### src/sv/gwm_pkg.sv
package gwm_pkg;

  typedef enum logic [1:0] {
    CMD_CLEAR   = 2'd0,
    CMD_PATTERN = 2'd1,
    CMD_NAME    = 2'd2,
    CMD_END     = 2'd3
  } cmd_t;

  typedef enum logic [1:0] {
    KIND_LITERAL = 2'd0,
    KIND_ANY     = 2'd1,
    KIND_STAR    = 2'd2,
    KIND_CLASS   = 2'd3
  } kind_t;

  typedef enum logic [2:0] {
    MODE_NORMAL      = 3'd0,
    MODE_ESCAPE      = 3'd1,
    MODE_CLASS_START = 3'd2,
    MODE_CLASS_BODY  = 3'd3,
    MODE_CLASS_DASH  = 3'd4
  } mode_t;

  localparam logic [7:0] CH_BANG  = 8'h21;
  localparam logic [7:0] CH_BSL   = 8'h5C;
  localparam logic [7:0] CH_QUERY = 8'h3F;
  localparam logic [7:0] CH_STAR  = 8'h2A;
  localparam logic [7:0] CH_LBRK  = 8'h5B;
  localparam logic [7:0] CH_RBRK  = 8'h5D;
  localparam logic [7:0] CH_DASH  = 8'h2D;

  // write command broadcast along the cell row
  typedef struct packed {
    logic       new_elem;
    logic [1:0] kind;
    logic [7:0] literal;
    logic       set_invert;
    logic       add_range;
    logic [7:0] lo;
    logic [7:0] hi;
  } wr_t;

endpackage

### src/sv/gwm_if.sv
interface gwm_in_if;
  logic       valid;
  logic       ready;
  logic [1:0] command;
  logic [7:0] data_byte;
  modport source (output valid, command, data_byte, input ready);
  modport sink (input valid, command, data_byte, output ready);
endinterface

interface gwm_out_if;
  logic valid;
  logic ready;
  logic matched;
  logic pattern_overflow;
  modport source (output valid, matched, pattern_overflow, input ready);
  modport sink (input valid, matched, pattern_overflow, output ready);
endinterface

### src/sv/gwm_cell.sv
module gwm_cell import gwm_pkg::*; #(
  parameter int MAX_RANGES = 4
) (
  input  logic       clk,
  input  logic       sel,
  input  logic       last_sel,
  input  wr_t        wr,
  input  logic [7:0] name_b,
  output logic       is_star,
  output logic       take
);
  localparam int RW = $clog2(MAX_RANGES + 1);

  logic [1:0] kind;
  logic       invert;
  logic [7:0] literal;
  logic [RW-1:0] rcount;
  logic [MAX_RANGES-1:0][7:0] rlo;
  logic [MAX_RANGES-1:0][7:0] rhi;
  logic hit;

  always_ff @(posedge clk) begin
    if (sel && wr.new_elem) begin
      kind    <= wr.kind;
      literal <= wr.literal;
      invert  <= 1'b0;
      rcount  <= '0;
    end
    if (last_sel && wr.set_invert) invert <= 1'b1;
    if (last_sel && wr.add_range && rcount < RW'(MAX_RANGES)) begin
      rlo[rcount[$clog2(MAX_RANGES > 1 ? MAX_RANGES : 2)-1:0]] <= wr.lo;
      rhi[rcount[$clog2(MAX_RANGES > 1 ? MAX_RANGES : 2)-1:0]] <= wr.hi;
      rcount <= rcount + RW'(1);
    end
  end

  always_comb begin
    hit = 1'b0;
    for (int r = 0; r < MAX_RANGES; r++)
      if (RW'(r) < rcount && name_b >= rlo[r] && name_b <= rhi[r]) hit = 1'b1;
    is_star = kind == KIND_STAR;
    case (kind)
      KIND_LITERAL: take = literal == name_b;
      KIND_ANY:     take = 1'b1;
      KIND_STAR:    take = 1'b0;
      default:      take = hit ^ invert;
    endcase
  end
endmodule

### src/sv/glob_wildcard_matcher_top.sv
// Shell glob matcher. Pattern bytes (command 1) build a row of element cells;
// name bytes (command 2) move a row of active bits one step through the cells;
// command 3 gives one result item (matched, pattern_overflow). Every command
// is accepted at one item a cycle, with ready held low only while a result
// waits in the output register and the sink stalls. A pattern holds at most
// MAX_ELEMENTS elements of MAX_RANGES class entries each; beyond that the
// overflow flag is set and matching fails until the next clear.
module glob_wildcard_matcher_top import gwm_pkg::*; #(
  parameter int MAX_ELEMENTS = 32,
  parameter int MAX_RANGES   = 4
) (
  input logic clk,
  input logic rst,
  gwm_in_if.sink    in_ch,
  gwm_out_if.source out_ch
);
  localparam int CW = $clog2(MAX_ELEMENTS + 1);
  localparam int N  = MAX_ELEMENTS;
  localparam int RW = $clog2(MAX_RANGES + 1);

  logic [CW-1:0] count;
  mode_t         mode;
  logic [8:0]    prev;
  logic [N:0]    act;
  logic          ovf;
  logic          stored;
  logic          acc;
  wr_t           wr;
  logic [N-1:0]  star, take, sel, lsel;
  logic [N:0]    closed, stepped, after;
  logic [7:0]    c;
  logic          add_ok;

  // range fill tracking mirrored per element to spot range overflow
  logic [N-1:0][RW-1:0] rc;

  function automatic logic g_rc_ok(input int i);
    return rc[i] < RW'(MAX_RANGES);
  endfunction

  assign acc = in_ch.valid && in_ch.ready;
  assign in_ch.ready = !out_ch.valid || out_ch.ready;
  assign c = in_ch.data_byte;
  assign add_ok = count < CW'(N);

  genvar g;
  generate
    for (g = 0; g < N; g++) begin : g_cell
      assign sel[g]  = count == CW'(g);
      assign lsel[g] = stored && (count == CW'(g + 1));
      gwm_cell #(.MAX_RANGES(MAX_RANGES)) u_cell (
        .clk(clk), .sel(sel[g] && acc), .last_sel(lsel[g] && acc), .wr(wr),
        .name_b(c), .is_star(star[g]), .take(take[g])
      );
    end
  endgenerate

  always_comb begin
    closed = act;
    for (int i = 0; i < N; i++)
      if (closed[i] && star[i] && CW'(i) < count) closed[i+1] = 1'b1;
    stepped = '0;
    for (int i = 0; i < N; i++)
      if (closed[i] && CW'(i) < count) begin
        if (star[i]) stepped[i] = 1'b1;
        else if (take[i]) stepped[i+1] = 1'b1;
      end
    after = stepped;
    for (int i = 0; i < N; i++)
      if (after[i] && star[i] && CW'(i) < count) after[i+1] = 1'b1;
  end

  always_comb begin
    wr = '0;
    wr.lo = prev[7:0];
    wr.hi = c;
    wr.literal = c;
    wr.kind = KIND_LITERAL;
    if (in_ch.command == CMD_PATTERN) begin
      unique case (mode)
        MODE_ESCAPE: wr.new_elem = 1'b1;
        MODE_CLASS_START, MODE_CLASS_BODY: begin
          if (mode == MODE_CLASS_START && c == CH_BANG) wr.set_invert = 1'b1;
          else if (c != CH_RBRK && c != CH_DASH) begin
            wr.add_range = 1'b1;
            wr.lo = c;
          end
        end
        MODE_CLASS_DASH: wr.add_range = !prev[8];
        default: begin
          if (c == CH_QUERY) begin
            wr.new_elem = 1'b1; wr.kind = KIND_ANY;
          end else if (c == CH_STAR) begin
            wr.new_elem = 1'b1; wr.kind = KIND_STAR;
          end else if (c == CH_LBRK) begin
            wr.new_elem = 1'b1; wr.kind = KIND_CLASS;
          end else if (c != CH_BSL) wr.new_elem = 1'b1;
        end
      endcase
    end
  end

  always_ff @(posedge clk) begin
    if (rst) begin
      count <= '0; mode <= MODE_NORMAL; prev <= 9'h100; ovf <= 1'b0;
      stored <= 1'b0; act <= (N+1)'(1); out_ch.valid <= 1'b0;
    end else begin
      if (acc && in_ch.command == CMD_END) out_ch.valid <= 1'b1;
      else if (out_ch.ready) out_ch.valid <= 1'b0;
      if (acc) begin
        case (in_ch.command)
          CMD_CLEAR: begin
            count <= '0; mode <= MODE_NORMAL; prev <= 9'h100; ovf <= 1'b0;
            stored <= 1'b0; act <= (N+1)'(1);
          end
          CMD_PATTERN: begin
            act <= (N+1)'(1);
            if (wr.new_elem) begin
              if (add_ok) count <= count + CW'(1);
              else ovf <= 1'b1;
            end
            if (wr.add_range && stored && count != '0) begin
              for (int i = 0; i < N; i++)
                if (lsel[i] && !(g_rc_ok(i))) ovf <= 1'b1;
            end
            unique case (mode)
              MODE_ESCAPE: mode <= MODE_NORMAL;
              MODE_CLASS_START, MODE_CLASS_BODY: begin
                if (mode == MODE_CLASS_START && c == CH_BANG) mode <= MODE_CLASS_BODY;
                else if (c == CH_RBRK) mode <= MODE_NORMAL;
                else if (c == CH_DASH) mode <= MODE_CLASS_DASH;
                else begin
                  prev <= {1'b0, c}; mode <= MODE_CLASS_BODY;
                end
              end
              MODE_CLASS_DASH: begin
                prev <= {1'b0, c}; mode <= MODE_CLASS_BODY;
              end
              default: begin
                if (c == CH_BSL) mode <= MODE_ESCAPE;
                else if (c == CH_LBRK) begin
                  stored <= add_ok; prev <= 9'h100; mode <= MODE_CLASS_START;
                end
              end
            endcase
          end
          CMD_NAME: act <= after;
          default: begin
            out_ch.matched <= closed[count] && mode != MODE_ESCAPE && !ovf;
            out_ch.pattern_overflow <= ovf;
            act <= (N+1)'(1);
          end
        endcase
      end
    end
  end

  always_ff @(posedge clk) begin
    for (int i = 0; i < N; i++) begin
      if (acc && sel[i] && wr.new_elem) rc[i] <= '0;
      else if (acc && lsel[i] && wr.add_range && rc[i] < RW'(MAX_RANGES))
        rc[i] <= rc[i] + RW'(1);
    end
  end
endmodule

### src/flat_wrapper.sv
// flat-port wrapper written by rule: the top's interface ports become plain ports
module glob_wildcard_matcher_top_flat import gwm_pkg::*;
#(
  parameter int MAX_ELEMENTS = 32,
  parameter int MAX_RANGES   = 4
)
  (clk, rst, in_ch_valid, in_ch_command, in_ch_data_byte, in_ch_ready, out_ch_valid, out_ch_matched, out_ch_pattern_overflow, out_ch_ready);
  gwm_in_if in_ch_i ();
  gwm_out_if out_ch_i ();
  input logic clk;
  input logic rst;
  input wire logic [$bits(in_ch_i.valid)-1:0] in_ch_valid;
  input wire logic [$bits(in_ch_i.command)-1:0] in_ch_command;
  input wire logic [$bits(in_ch_i.data_byte)-1:0] in_ch_data_byte;
  output wire logic [$bits(in_ch_i.ready)-1:0] in_ch_ready;
  output wire logic [$bits(out_ch_i.valid)-1:0] out_ch_valid;
  output wire logic [$bits(out_ch_i.matched)-1:0] out_ch_matched;
  output wire logic [$bits(out_ch_i.pattern_overflow)-1:0] out_ch_pattern_overflow;
  input wire logic [$bits(out_ch_i.ready)-1:0] out_ch_ready;
  assign in_ch_i.valid = in_ch_valid;
  assign in_ch_i.command = in_ch_command;
  assign in_ch_i.data_byte = in_ch_data_byte;
  assign in_ch_ready = in_ch_i.ready;
  assign out_ch_valid = out_ch_i.valid;
  assign out_ch_matched = out_ch_i.matched;
  assign out_ch_pattern_overflow = out_ch_i.pattern_overflow;
  assign out_ch_i.ready = out_ch_ready;
  glob_wildcard_matcher_top #(.MAX_ELEMENTS(MAX_ELEMENTS), .MAX_RANGES(MAX_RANGES)) u_core (.clk(clk), .rst(rst), .in_ch(in_ch_i), .out_ch(out_ch_i));
endmodule
### config.mk
export PLATFORM = sky130hd
export DESIGN_NAME = glob_wildcard_matcher_top_flat
export DESIGN_NICKNAME = d
export VERILOG_FILES = /design/src/sv/gwm_pkg.sv /design/src/sv/gwm_if.sv /design/src/sv/gwm_cell.sv /design/src/sv/glob_wildcard_matcher_top.sv /design/src/flat_wrapper.sv
export SDC_FILE = /design/constraint.sdc
export NUM_CORES = 2
export LEC_CHECK = 0
export BUFFER_PORTS_ARGS = -buffer_cell sky130_fd_sc_hd__buf_2
export CORE_ASPECT_RATIO = 1.75
export CORE_MARGIN = 2
export CORE_UTILIZATION = 40
export DETAILED_ROUTE_END_ITERATION = 10
export PLACE_DENSITY_LB_ADDON = 0.08
export SLEW_MARGIN = 15
export SYNTH_ARGS = -nofsm -noshare
export SYNTH_HDL_FRONTEND = slang
export SYNTH_SLANG_ARGS = --single-unit
### constraint.sdc
create_clock -name clk -period 13.2 [get_ports clk]
set_input_delay 0 -clock clk [delete_from_list [all_inputs] [get_ports clk]]
set_output_delay 0 -clock clk [all_outputs]
set_load 0.005 [all_outputs]
==> metrics.txt <==
status=completed; number of design rule violations left after detail routing=0; part of the Yosys area used for sequential elements=between 50% and 60%; I/O pin cnt=18; CP Data Required Time=between 10 and 15 ns; core box area=~350000 um^2; starting density of the core=roughly 40%; clk sinks=2648; netlist area before placement=142000 um^2; final cell count without fillers=~17000; setup TNS after final layout=0 ns; Total Die Area=between 300000 and 400000 um^2; global-route wire length before repair=between 500000 and 600000 um; Area Growth Syn to Fin=11.6%; share of cells above drive strength 1=under 10%; leakage power=68.5 nW; HP Class=primary input to register; worst rel slew slack=approximately a fifth; detailed-route wire length=between 300000 and 400000 um; number of routed nets with antenna violations=0; Worst-Margin Slew=around 1.2 ns; average size of a mapped cell=roughly 12 um^2; vertical extent of the die=around 790 um; count of fill cells added during filler insertion=around 32000; detailed router's first-iteration violation count=roughly 4800; combined flip-flop and latch cell area=just under 80000 um^2; Buffers on Ports=17; placer congestion estimate=0.898; clock edge transition at the registers on the reported setup and hold paths=0.07 ns; clock root buffer=sky130_fd_sc_hd__clkbuf_16; count of flip-flops with a built-in enable after synthesis=between 2000 and 2500; global-route met3 utilization=under 10%; highest ir drop seen on vdd=about 0.000099 V; depth of the CTS H-tree=5; fraction of met1 tracks used by global routing=between 20 and 25%; Mapped Cells=around 12000; instance area after placement=between 100000 and 150000 um^2; pin count of the biggest net entering global routing=between 70 and 80; critical path start-end classification=register to register; leading area contributor after synthesis=sky130_fd_sc_hd__edfxtp_1; post-layout utilization of the core=44.8%; RSZ-0062 raised after global routing=no; number of cell instances on the worst register-to-register path=18; Die Wd=~450 um; final cycle utilization of the critical path=between 40% and 50%; achievable frequency=0.165 GHz; total number of nets in the final design=roughly 14000; Async SR Flop Fraction=0%; Post-CTS Setup Inserts=0; fin. max-slew vios=0; antenna violations before repair=11; beginning of the worst register-to-register path=u_core.count[0]; total power divided by cell area=~110 nW/um^2; Placed Instances=~16000; final worst clock skew=0.0645 ns; number of register bits inferred by synthesis=between 2000 and 3000; Worst Setup Slack, final=approximately 7.1 ns; gr usage total=between 20% and 30%; summed area of non-filler cells in the final layout=between 150000 and 200000 um^2; total design power=around 18 mW; number of buffers added by the clock tree synthesis step=around 280; number of optimization iterations in the first detailed-route pass=5; hold path startpoint=in_ch_data_byte[0]; worst slack after detailed placement=around 6.6 ns; multi-input combinational cell area=about 57000 um^2; startpoint type of the worst setup path=register; total via count after detailed routing=90000; area share of the leading cell type in the synthesized netlist=between 50 and 60%; number of distinct standard cells referenced by the synthesized netlist=99; detailed placement HPWL=237000 um; arrival time at the worst endpoint=between 6 and 7 ns; worst-path maximum fanout=18; max-capacitance violation count=0; top cells by instance count after synthesis=2466 x sky130_fd_sc_hd__edfxtp_1, 2211 x sky130_fd_sc_hd__ha_1, 1962 x sky130_fd_sc_hd__inv_1, 612 x sky130_fd_sc_hd__a21oi_1, 456 x sky130_fd_sc_hd__o21ai_0; Hold WS=approximately 0.12 ns; Synth Net Count=13900; Synthesis Warnings=0; number of setup violations in the final report=0; residual overflow from global routing=0; shortest period the worst path allows=between 6 and 7 ns; M2 GR Usage=between 30% and 40%; count leader, synth=sky130_fd_sc_hd__edfxtp_1; maximum root-to-sink buffer count=4; endpoint class of the critical path=register; hold depth=2; worst setup path startpoint=u_core.count[0]; layer with the highest usage=met2; most used flip-flop cell after synthesis=sky130_fd_sc_hd__edfxtp_1; Site Rows=~290; Clock Latency Late Sink=a little over 0.9 ns; total count of hold-check failures in the final report=0; main area contributors after synthesis=sky130_fd_sc_hd__edfxtp_1 52%, sky130_fd_sc_hd__ha_1 19%, sky130_fd_sc_hd__inv_1 5.2%; average wire per cell in the routed design=approximately 22 um; per-cell via count in the routed design=approximately 5.3; vias in the first global route=between 90000 and 100k; clock tree from TritonCTS=yes
-- critical path: stages, from the launching register on --
cell	delay, ns
sky130_fd_sc_hd__dfxtp_1	0.32
sky130_fd_sc_hd__inv_1	0.44
sky130_fd_sc_hd__ha_1	0.75
sky130_fd_sc_hd__nor4b_1	0.34
sky130_fd_sc_hd__a2bb2oi_1	0.17
sky130_fd_sc_hd__a221o_1	0.45
sky130_fd_sc_hd__a211oi_4	0.43
sky130_fd_sc_hd__a21o_1	0.26
sky130_fd_sc_hd__a21o_1	0.16
sky130_fd_sc_hd__a211oi_1	0.15
sky130_fd_sc_hd__and3_1	0.32
sky130_fd_sc_hd__a221oi_1	0.30
sky130_fd_sc_hd__o21ai_1	0.15
sky130_fd_sc_hd__a2111oi_0	0.56
sky130_fd_sc_hd__a21oi_1	0.25
sky130_fd_sc_hd__a2111oi_4	0.39
sky130_fd_sc_hd__o21ai_2	0.14
sky130_fd_sc_hd__o2bb2ai_1	0.23
sky130_fd_sc_hd__a21oi_1	0.09
-- flip-flops by register name (all words and copies together), names as in the netlist, 3 cells and up --
register                      count
u_core.rc                        96
u_core.g_cell.u_cell.rlo       1024
u_core.act                       33
u_core.g_cell.u_cell.kind        64
u_core.mode                       3
u_core.count                      6
u_core.g_cell.u_cell.rcount      96
u_core.g_cell.u_cell.literal    256
u_core.g_cell.u_cell.invert      32
u_core.prev                       9
u_core.g_cell.u_cell.rhi       1024
-- metal layers --
metal	part of all wire, %	vias up
met5	0.0034	-
met4	4.2	2
met3	3.1	656
met2	52	1377
met1	41	45000
li1	-	43000
-- what timing repair did --
| action | CTS | global route |
|---|---|---|
| endpoints found under the hold margin | 468 | 0 |
| hold buffers | 16 | 0 |
| resized for setup | 0 | 0 |
-- cell usage in the layout, fill, tap and decap left out, types with 65 or more instances in the layout --
master	netlist	final
sky130_fd_sc_hd__buf_4	1	194
sky130_fd_sc_hd__nand3_1	235	234
sky130_fd_sc_hd__nor2b_1	151	151
sky130_fd_sc_hd__edfxtp_1	2466	2466
sky130_fd_sc_hd__nand2b_1	188	188
sky130_fd_sc_hd__inv_1	1962	1961
sky130_fd_sc_hd__nor4_1	81	81
sky130_fd_sc_hd__a21oi_1	612	612
sky130_fd_sc_hd__o21ai_0	456	455
sky130_fd_sc_hd__o22ai_1	65	65
sky130_fd_sc_hd__nor3_1	164	163
sky130_fd_sc_hd__clkbuf_16	0	291
sky130_fd_sc_hd__and2_1	210	210
sky130_fd_sc_hd__a211oi_1	106	104
sky130_fd_sc_hd__ha_1	2211	2211
sky130_fd_sc_hd__dfxtp_1	182	182
sky130_fd_sc_hd__a31oi_1	65	65
sky130_fd_sc_hd__a21o_1	336	336
sky130_fd_sc_hd__xnor2_1	236	236
sky130_fd_sc_hd__nand4_1	182	182
sky130_fd_sc_hd__o21a_1	126	126
sky130_fd_sc_hd__nor2_1	393	392
sky130_fd_sc_hd__nand2_1	311	310
-- power by group --
part | leakage [nW] | internal, mW | total (mW) | switching (mW)
combinational | 40.8 | 0.364 | 1.04 | 0.672
sequential | 23.4 | 9.11 | 9.11 | 0.00256
clock | 4.30 | 4.44 | 7.85 | 3.41
total | 68.5 | 13.9 | 18.0 | 4.08
-- final cells by class --
cell class | instances | area share (%)
antenna | 7 | 0.0111
clock buffer | 360 | 4.82
clock inverter | 135 | 0.712
inverter | 1963 | 4.66
multi-input combinational | 6910 | 35.7
sequential | 2648 | 49.1
tap | 4656 | 3.68
timing repair buffer | 244 | 1.34
-- final timing paths --
| kind | end | slack (ns) |
|---|---|---|
| max | u_core.act[31] | 7.14 |
| min | u_core.g_cell[27].u_cell.rhi[0] | 0.12 |
| max reg2reg | u_core.act[31] | 7.14 |
| min reg2reg | u_core.prev[0] | 0.46 |
-- cells by family after synthesis --
logic type	count (synthesis)	share of synthesized area [%]
multiplexers	55	0.413
AND/OR/NAND/NOR	2132	7.92
buffers and inverters	2074	5.50
AO/OA/AOI/OAI	2211	10.1
flip-flops	2648	54.8
adder cells (fa/ha/maj)	2215	19.5
XOR/XNOR	297	1.83
Power figures use the tool's default switching activity.
